[config.mk]
export PLATFORM = sky130hd
export DESIGN_NAME = array_intersection_match_clear
export DESIGN_NICKNAME = d
export VERILOG_FILES = /design/src/aimc_pkg.sv /design/src/array_intersection_match_clear.sv /design/src/aimc_datapath.sv /design/src/aimc_ctrl.sv
export SDC_FILE = /design/constraint.sdc
export NUM_CORES = 2
export LEC_CHECK = 0
export ABC_CLOCK_PERIOD_IN_PS = 6150
export CAP_MARGIN = 10
export CORE_MARGIN = 1
export CORE_UTILIZATION = 55
export CTS_BUF_LIST = sky130_fd_sc_hd__clkbuf_8
export DETAILED_ROUTE_END_ITERATION = 8
export DONT_BUFFER_PORTS = 1
export GPL_TIMING_DRIVEN = 0
export PLACE_DENSITY = 0.7
export SYNTH_ARGS = -nofsm -noshare
export SYNTH_HDL_FRONTEND = slang
export SYNTH_HIERARCHICAL = 1
export SYNTH_SLANG_ARGS = --single-unit
[constraint.sdc]
create_clock -name i_clk -period 6.15 [get_ports i_clk]
set_input_delay 0.615 -clock i_clk [delete_from_list [all_inputs] [get_ports i_clk]]
set_output_delay 0.615 -clock i_clk [all_outputs]
set_load 0.02 [all_outputs]
[src/aimc_pkg.sv]
// Shared types, codes and defaults for the array intersection match table.
package aimc_pkg;

    localparam int VALUE_BITS        = 32;
    localparam int STATUS_BITS       = 3;
    localparam int DEF_TABLE_DEPTH   = 32;
    localparam int DEF_VALUE_WIDTH   = 32;

    localparam logic [1:0] MODE_CLEAR = 2'd0;
    localparam logic [1:0] MODE_LOAD  = 2'd1;
    localparam logic [1:0] MODE_PROBE = 2'd2;

    typedef enum logic [STATUS_BITS-1:0] {
        ST_MATCH   = 3'd0,
        ST_NOMATCH = 3'd1,
        ST_LOADED  = 3'd2,
        ST_FULL    = 3'd3,
        ST_CLEARED = 3'd4
    } t_status;

    typedef enum logic [1:0] {
        S_IDLE,
        S_EXEC,
        S_EMIT
    } t_state;

    typedef struct packed {
        logic capture;
        logic clear;
        logic load;
        logic probe;
        logic emit;
        logic nomatch;
    } t_ctl_cmd;

    typedef struct packed {
        logic [1:0] mode;
        logic       hit_any;
        logic       last_hit;
        logic       out_free;
    } t_ctl_sts;

endpackage

[src/array_intersection_match_clear.sv]
// Top level of the array intersection match table: controller plus datapath.
//
// Input channel (i_in_valid / o_in_stall) carries a mode and a signed value:
// clear empties the table, load appends the value at the fill position (or
// reports the table full and drops it), probe compares the value against all
// valid entries in parallel. Entries freed by a probe stay unused until clear.
// Output channel (o_out_valid / i_out_stall) carries one result beat per
// clear or load, one per matching entry of a probe in entry order (each match
// invalidates its entry), or one no-match beat. o_last marks the final beat of
// an input beat. The undefined mode is taken and gives no result.
// A clear, load or no-match result is loaded into the output register in the
// execute step after the input beat is taken; a probe with matches latches its
// hits in the execute step and loads its first match beat in the emit step,
// then emits one match per cycle while the output is free, from the latched
// match vector. The next input beat is taken while the last result still waits.
// Reset (synchronous, active low) clears every valid bit, the fill count, the
// match vector and output valid bit; entry and output values are not cleared.
// A stalled result holds its beat; the controller waits, and the input side
// stalls, until the output register frees up.
module array_intersection_match_clear #(
    parameter int TABLE_DEPTH = aimc_pkg::DEF_TABLE_DEPTH,
    parameter int VALUE_WIDTH = aimc_pkg::DEF_VALUE_WIDTH
) (
    input  logic                                    i_clk,
    input  logic                                    i_rst_n,
    input  logic                                    i_in_valid,
    output logic                                    o_in_stall,
    input  logic [1:0]                              i_mode,
    input  logic signed [aimc_pkg::VALUE_BITS-1:0]  i_value,
    output logic                                    o_out_valid,
    input  logic                                    i_out_stall,
    output logic signed [aimc_pkg::VALUE_BITS-1:0]  o_out_value,
    output logic [aimc_pkg::STATUS_BITS-1:0]        o_status,
    output logic                                    o_last
);

    aimc_pkg::t_ctl_cmd w_cmd;
    aimc_pkg::t_ctl_sts w_sts;

    aimc_ctrl u_ctrl (
        .i_clk      (i_clk),
        .i_rst_n    (i_rst_n),
        .i_in_valid (i_in_valid),
        .o_in_stall (o_in_stall),
        .i_sts      (w_sts),
        .o_cmd      (w_cmd)
    );

    aimc_datapath #(
        .TABLE_DEPTH (TABLE_DEPTH),
        .VALUE_WIDTH (VALUE_WIDTH)
    ) u_datapath (
        .i_clk       (i_clk),
        .i_rst_n     (i_rst_n),
        .i_mode      (i_mode),
        .i_value     (i_value),
        .i_cmd       (w_cmd),
        .o_sts       (w_sts),
        .i_out_stall (i_out_stall),
        .o_out_valid (o_out_valid),
        .o_out_value (o_out_value),
        .o_status    (o_status),
        .o_last      (o_last)
    );

endmodule

[src/aimc_datapath.sv]
// Datapath: entry table with valid bits, parallel compare, match vector and result register.
module aimc_datapath #(
    parameter int TABLE_DEPTH = aimc_pkg::DEF_TABLE_DEPTH,
    parameter int VALUE_WIDTH = aimc_pkg::DEF_VALUE_WIDTH
) (
    input  logic                                    i_clk,
    input  logic                                    i_rst_n,
    input  logic [1:0]                              i_mode,
    input  logic signed [aimc_pkg::VALUE_BITS-1:0]  i_value,
    input  aimc_pkg::t_ctl_cmd                      i_cmd,
    output aimc_pkg::t_ctl_sts                      o_sts,
    input  logic                                    i_out_stall,
    output logic                                    o_out_valid,
    output logic signed [aimc_pkg::VALUE_BITS-1:0]  o_out_value,
    output logic [aimc_pkg::STATUS_BITS-1:0]        o_status,
    output logic                                    o_last
);

    localparam int CNT_W = $clog2(TABLE_DEPTH + 1);
    localparam int IDX_W = (TABLE_DEPTH > 1) ? $clog2(TABLE_DEPTH) : 1;

    logic [1:0]                         r_mode;
    logic [aimc_pkg::VALUE_BITS-1:0]    r_value;
    logic [VALUE_WIDTH-1:0]             r_entry_value [TABLE_DEPTH];
    logic [TABLE_DEPTH-1:0]             r_entry_valid;
    logic [CNT_W-1:0]                   r_fill_count;
    logic [TABLE_DEPTH-1:0]             r_match;
    logic                               r_out_valid;
    logic [aimc_pkg::VALUE_BITS-1:0]    r_out_value;
    aimc_pkg::t_status                  r_out_status;
    logic                               r_out_last;

    logic [VALUE_WIDTH-1:0]             w_key;
    logic [TABLE_DEPTH-1:0]             w_hit;
    logic [TABLE_DEPTH-1:0]             w_first;
    logic [TABLE_DEPTH-1:0]             w_rest;
    logic [IDX_W-1:0]                   w_fill_idx;
    logic                               w_full;
    logic                               w_out_free;
    logic                               w_out_load;
    logic [aimc_pkg::VALUE_BITS-1:0]    n_out_value;
    aimc_pkg::t_status                  n_out_status;
    logic                               n_out_last;

    assign w_key      = VALUE_WIDTH'(r_value);
    assign w_full     = (r_fill_count == CNT_W'(TABLE_DEPTH));
    assign w_fill_idx = r_fill_count[IDX_W-1:0];
    assign w_out_free = !r_out_valid || !i_out_stall;

    always_comb begin
        for (int i = 0; i < TABLE_DEPTH; i++) begin
            w_hit[i] = r_entry_valid[i] && (r_entry_value[i] == w_key);
        end
    end

    // Isolate the lowest pending match; entry order is index order.
    assign w_first = r_match & (~r_match + TABLE_DEPTH'(1));
    assign w_rest  = r_match & ~w_first;

    assign w_out_load = i_cmd.clear || i_cmd.load || i_cmd.nomatch || i_cmd.emit;

    always_comb begin
        n_out_value  = '0;
        n_out_status = aimc_pkg::ST_CLEARED;
        n_out_last   = 1'b1;
        if (i_cmd.load) begin
            n_out_status = w_full ? aimc_pkg::ST_FULL : aimc_pkg::ST_LOADED;
        end else if (i_cmd.nomatch) begin
            n_out_status = aimc_pkg::ST_NOMATCH;
        end else if (i_cmd.emit) begin
            n_out_value  = r_value;
            n_out_status = aimc_pkg::ST_MATCH;
            n_out_last   = ~|w_rest;
        end
    end

    always_ff @(posedge i_clk) begin
        if (!i_rst_n) begin
            r_entry_valid <= '0;
            r_fill_count  <= '0;
            r_match       <= '0;
            r_out_valid   <= 1'b0;
        end else begin
            if (i_cmd.clear) begin
                r_entry_valid <= '0;
                r_fill_count  <= '0;
            end
            if (i_cmd.load && !w_full) begin
                r_entry_valid[w_fill_idx] <= 1'b1;
                r_fill_count              <= r_fill_count + CNT_W'(1);
            end
            // Matched entries drop out at once; the results follow from r_match.
            if (i_cmd.probe) begin
                r_entry_valid <= r_entry_valid & ~w_hit;
                r_match       <= w_hit;
            end
            if (i_cmd.emit) begin
                r_match <= w_rest;
            end
            if (w_out_load) begin
                r_out_valid <= 1'b1;
            end else if (!i_out_stall) begin
                r_out_valid <= 1'b0;
            end
        end
    end

    always_ff @(posedge i_clk) begin
        if (i_cmd.capture) begin
            r_mode  <= i_mode;
            r_value <= i_value;
        end
        if (i_cmd.load && !w_full) begin
            r_entry_value[w_fill_idx] <= w_key;
        end
        if (w_out_load) begin
            r_out_value  <= n_out_value;
            r_out_status <= n_out_status;
            r_out_last   <= n_out_last;
        end
    end

    assign o_sts.mode     = r_mode;
    assign o_sts.hit_any  = |w_hit;
    assign o_sts.last_hit = ~|w_rest;
    assign o_sts.out_free = w_out_free;

    assign o_out_valid = r_out_valid;
    assign o_out_value = signed'(r_out_value);
    assign o_status    = r_out_status;
    assign o_last      = r_out_last;

endmodule

[src/aimc_ctrl.sv]
// Controller: sequences accept, execute and match emission for each input beat.
module aimc_ctrl (
    input  logic                i_clk,
    input  logic                i_rst_n,
    input  logic                i_in_valid,
    output logic                o_in_stall,
    input  aimc_pkg::t_ctl_sts  i_sts,
    output aimc_pkg::t_ctl_cmd  o_cmd
);

    aimc_pkg::t_state r_state;
    aimc_pkg::t_state n_state;

    always_ff @(posedge i_clk) begin
        if (!i_rst_n) begin
            r_state <= aimc_pkg::S_IDLE;
        end else begin
            r_state <= n_state;
        end
    end

    always_comb begin
        n_state    = r_state;
        o_cmd      = '0;
        o_in_stall = 1'b1;
        unique case (r_state)
            aimc_pkg::S_IDLE: begin
                o_in_stall = 1'b0;
                if (i_in_valid) begin
                    o_cmd.capture = 1'b1;
                    n_state       = aimc_pkg::S_EXEC;
                end
            end
            aimc_pkg::S_EXEC: begin
                unique case (i_sts.mode)
                    aimc_pkg::MODE_CLEAR: begin
                        if (i_sts.out_free) begin
                            o_cmd.clear = 1'b1;
                            n_state     = aimc_pkg::S_IDLE;
                        end
                    end
                    aimc_pkg::MODE_LOAD: begin
                        if (i_sts.out_free) begin
                            o_cmd.load = 1'b1;
                            n_state    = aimc_pkg::S_IDLE;
                        end
                    end
                    aimc_pkg::MODE_PROBE: begin
                        // Latch the hits now; emission waits on the output register.
                        if (i_sts.hit_any) begin
                            o_cmd.probe = 1'b1;
                            n_state     = aimc_pkg::S_EMIT;
                        end else if (i_sts.out_free) begin
                            o_cmd.nomatch = 1'b1;
                            n_state       = aimc_pkg::S_IDLE;
                        end
                    end
                    default: begin
                        // drop the undefined mode without a result
                        n_state = aimc_pkg::S_IDLE;
                    end
                endcase
            end
            aimc_pkg::S_EMIT: begin
                if (i_sts.out_free) begin
                    o_cmd.emit = 1'b1;
                    if (i_sts.last_hit) begin
                        n_state = aimc_pkg::S_IDLE;
                    end
                end
            end
            default: begin
                n_state = aimc_pkg::S_IDLE;
            end
        endcase
    end

endmodule

==> reports/results.txt <==
Dpl hpwl = 92.1 mm
Seq/Total Area, Yosys = 70.3%
Synth Warn # = 6
Clock tree buffer depth = 3
Vias in the first global route = 28400
Async set-or-reset flop fraction in the synthesized netlist = 0%
GRT Util Overall = 29.9%
Clock skew = 0.0456 ns
Min-Delay Endpoint = u_datapath/r_mode[0]
Share of cells above drive strength 1 = 12.7%
Average size of a mapped cell = 15.3 sq um
Vias/cell = 5.94
Post-DR wirelength/cell = 27.7 um
Antenna violations before repair = 5
Fin. Hold Viols = 0
Post-synth cell types = 55
Final Cell Area = 56300 sq um
Worst r2r src = u_datapath/r_value[25]
Core ar. = 87300 sq um
Slew Viols, Final = 0
Max Clk Rate = 168 MHz
Worst-path clk slew = 0.06 ns
Nature of the critical path startpoint = flop
PortBufs = 0
Largest net degree at the start of global routing = 37
Cell Chain, Critical Path = buf_16, clkbuf_1, clkdlybuf4s15_2, xor2_1, nor4_1, nand4_1, nor2_2, a22oi_1, nand4_1, or4_1, and4b_1, clkbuf_1, inv_1, nor2_1, clkbuf_1, nand3_1, a21oi_1
Starting density of the core = 55.9%
Tot Pwr = 15.7 mW
Pwr per Cell Area = 280 nW/um^2
Synth Flop Type = edfxtp_1
# IOs = 76
Critical Path AT = 6.71 ns
DRC Markers = 0
Grt met3 use = 4.86%
Crit path top cell by count = clkbuf_1
CP peak stage delay = 0.61 ns
Die H = 300 um
CP max FO = 18
Crit path kind = reg -> reg
Hold wc startpoint = i_in_valid
Gr busiest metal = met2
Antenna Violating Nets Remaining = 0
1st-iter DRT viols = 3141
Die ar. = 89900 sq um
# fillers = 6288
Total wire length = 134 mm
Area grow syn2layout = 15.3%
Clk_lat worst skew = 0.86 ns
Placement-stage cell area = 51900 sq um
Max-cap violations = 0
Placed Instances = 4411
CP endpoint kind = flop
Setup slack, reg-to-reg = 0.19 ns
Fin nets = 3578
CTS tree = built
Mapped Cells = 3187
Worst r2r dst = u_datapath/r_match[9]
Met1 usage in global routing = 42.7%
First-pass GRT wire length = 191 mm
Number of flops mapped to enable cells by yosys = 1094
Die X-Extent = 300 um
Worst Path Required = 6.90 ns
Mapped cell area = 48800 sq um
Leading cell type in the layout, fill and taps excluded = edfxtp_1
Leakage power = 19.4 nW
Root Driver = clkbuf_8
Clock net sink count = 1167
Hold WC Path Type = in -> reg
GR Layer Usage met2 = 46.2%
Most frequent cells in the layout = edfxtp_1 (1094), xor2_1 (960), nor4_1 (250)
Drt first pass iters = 5
Hold Path Depth = 2
Synthesized flop and latch total = 1167
# setup viols final = 0
CTS H-tree lvls = 4
Peak supply drop = 0.000234 V
Synth Net Count = 3229
Status = finished, final reports clean
Via count = 28700
Highest-delay cell along the critical path = clkdlybuf4s15_2
Minimum clock period = 5.96 ns
Placer Congestion = 0.915
GRT overflow = 0
Final instance count without filler cells = 4836
TritonCTS buffer count = 183
Worst-Margin Slew = 1.37 ns
Reg2reg path depth = 17
Worst rel slew slack = 7.97%
Row count = 108
Period utilisation layout = 96.9%
-- power breakdown --
part	switching (mW)	total (mW)	internal, mW	leakage (nW)
combinational	0.672	1.01	0.337	7.00
clock	3.00	5.96	2.96	1.93
sequential	0.0429	8.77	8.72	10.5
total	3.72	15.7	12.0	19.4
-- cell type report --
cell class	count	area, sq um	share of cell area (%)
clock buffers	190	2620	4.65
clock inverters	139	674	1.20
repair buffers	164	2380	4.23
plain buffers	168	802	1.43
flip-flops and latches	1167	34300	61.0
inverters	13	48.8	0.0867
well taps	1155	1450	2.57
diodes	1	2.50	0.00445
multi-input cells	1839	14000	24.8
-- through the flow --
step	setup TNS, ns	utilization (%)	hold slack [ns]	setup WS, ns
after global routing	-0.0383	64.4	0.116	-0.0383
after detailed placement	-37.78	59.4	0.510	-0.787
after floorplan	0	-	0.455	0.868
final	0	64.4	0.129	0.189
after CTS	0	63.9	0.0730	0.0236
after global placement	-257.73	57.6	0.481	-1.67
-- routing by layer --
| layer | vias up | share of wire, % |
|---|---|---|
| met1 | 14600 | 42 |
| met5 | - | 0.024 |
| met2 | 1374 | 46 |
| li1 | 12500 | - |
| met3 | 233 | 8.5 |
| met4 | 6 | 3.8 |
-- worst max path at each step --
stage	start	end	slack (ns)	depth (start not counted)
2_1_floorplan	i_out_stall	u_datapath/r_entry_value[3][0]	0.87	7
3_3_place_gp	i_out_stall	u_datapath/r_entry_value[3][18]	-1.67	7
3_5_place_dp	u_datapath/r_value[25]	u_datapath/r_entry_valid[5]	-0.79	16
4_1_cts	u_datapath/r_value[28]	u_datapath/r_entry_valid[4]	0.02	15
5_1_grt	u_datapath/r_value[16]	u_datapath/r_match[9]	-0.04	17
6_report	u_datapath/r_value[25]	u_datapath/r_match[9]	0.19	17
-- cell usage after synthesis, drive strengths merged (3+ instances only) --
library cell / instances / area, sq um
a21oi: 67 / 335
and3: 44 / 275
o211ai: 11 / 82.6
o31ai: 3 / 22.5
xor2: 960 / 8410
a22oi: 15 / 113
nand4: 84 / 526
a31oi: 4 / 25.0
edfxtp: 1094 / 32900
and2: 7 / 43.8
dfxtp: 73 / 1460
or3: 4 / 30.0
a211oi: 5 / 37.5
ha: 4 / 50.1
o21a: 3 / 22.5
o22a: 22 / 193
nor4: 255 / 1600
or4: 9 / 72.6
maj3: 3 / 30.0
o311ai: 6 / 52.6
nor3: 10 / 50.1
xnor2: 65 / 569
nand2: 44 / 165
buf: 26 / 103
a32oi: 8 / 70.1
a21o: 8 / 60.1
nor2b: 8 / 52.6
o32a: 4 / 41.3
inv: 12 / 45.0
nand3: 37 / 185
or2: 3 / 18.8
nand2b: 5 / 31.3
nor2: 107 / 402
o21ai: 20 / 100
clkbuf: 142 / 533
-- cells by family (layout without fill, tap and decap cells) --
logic type / count (synthesis) / after routing / share of synthesized area [%]
and+or+nand+nor: 622 / 622 / 7.18
xor gates and xnor gates: 1025 / 1025 / 18.4
DFF: 1167 / 1167 / 70.3
AOI/OAI and AO/OA: 183 / 183 / 2.51
other: 0 / 1 / 0
buffers and inverters: 181 / 674 / 1.40
muxes: 2 / 2 / 0.0410
adders and majority gates: 7 / 7 / 0.164
-- timing repair --
item,CTS,global route
hold buffers,36,0
endpoints found under the setup margin,130,49
resized for setup,64,38
buffers inserted,19,40
endpoints found under the hold margin,38,0
-- registers in the layout (all words and copies together) (netlist names) --
register                  count
u_datapath/r_mode             2
u_datapath/r_fill_count       6
u_datapath/o_status           3
u_datapath/r_value           32
u_datapath/r_entry_value   1024
u_datapath/o_out_value       32
u_datapath/r_entry_valid     32
u_datapath/o_out_valid        1
u_datapath/o_last             1
u_ctrl/r_state                2
u_datapath/r_match           32
-- critical path, delay by kind of cell, from the launching register on --
kind	cells	cell delay, ns
simple gates	8	2.76
buf+inv	6	2.05
flops	1	0.44
compound gates	2	0.40
xor+xnor	1	0.13
(Power assumes the default switching activity.)
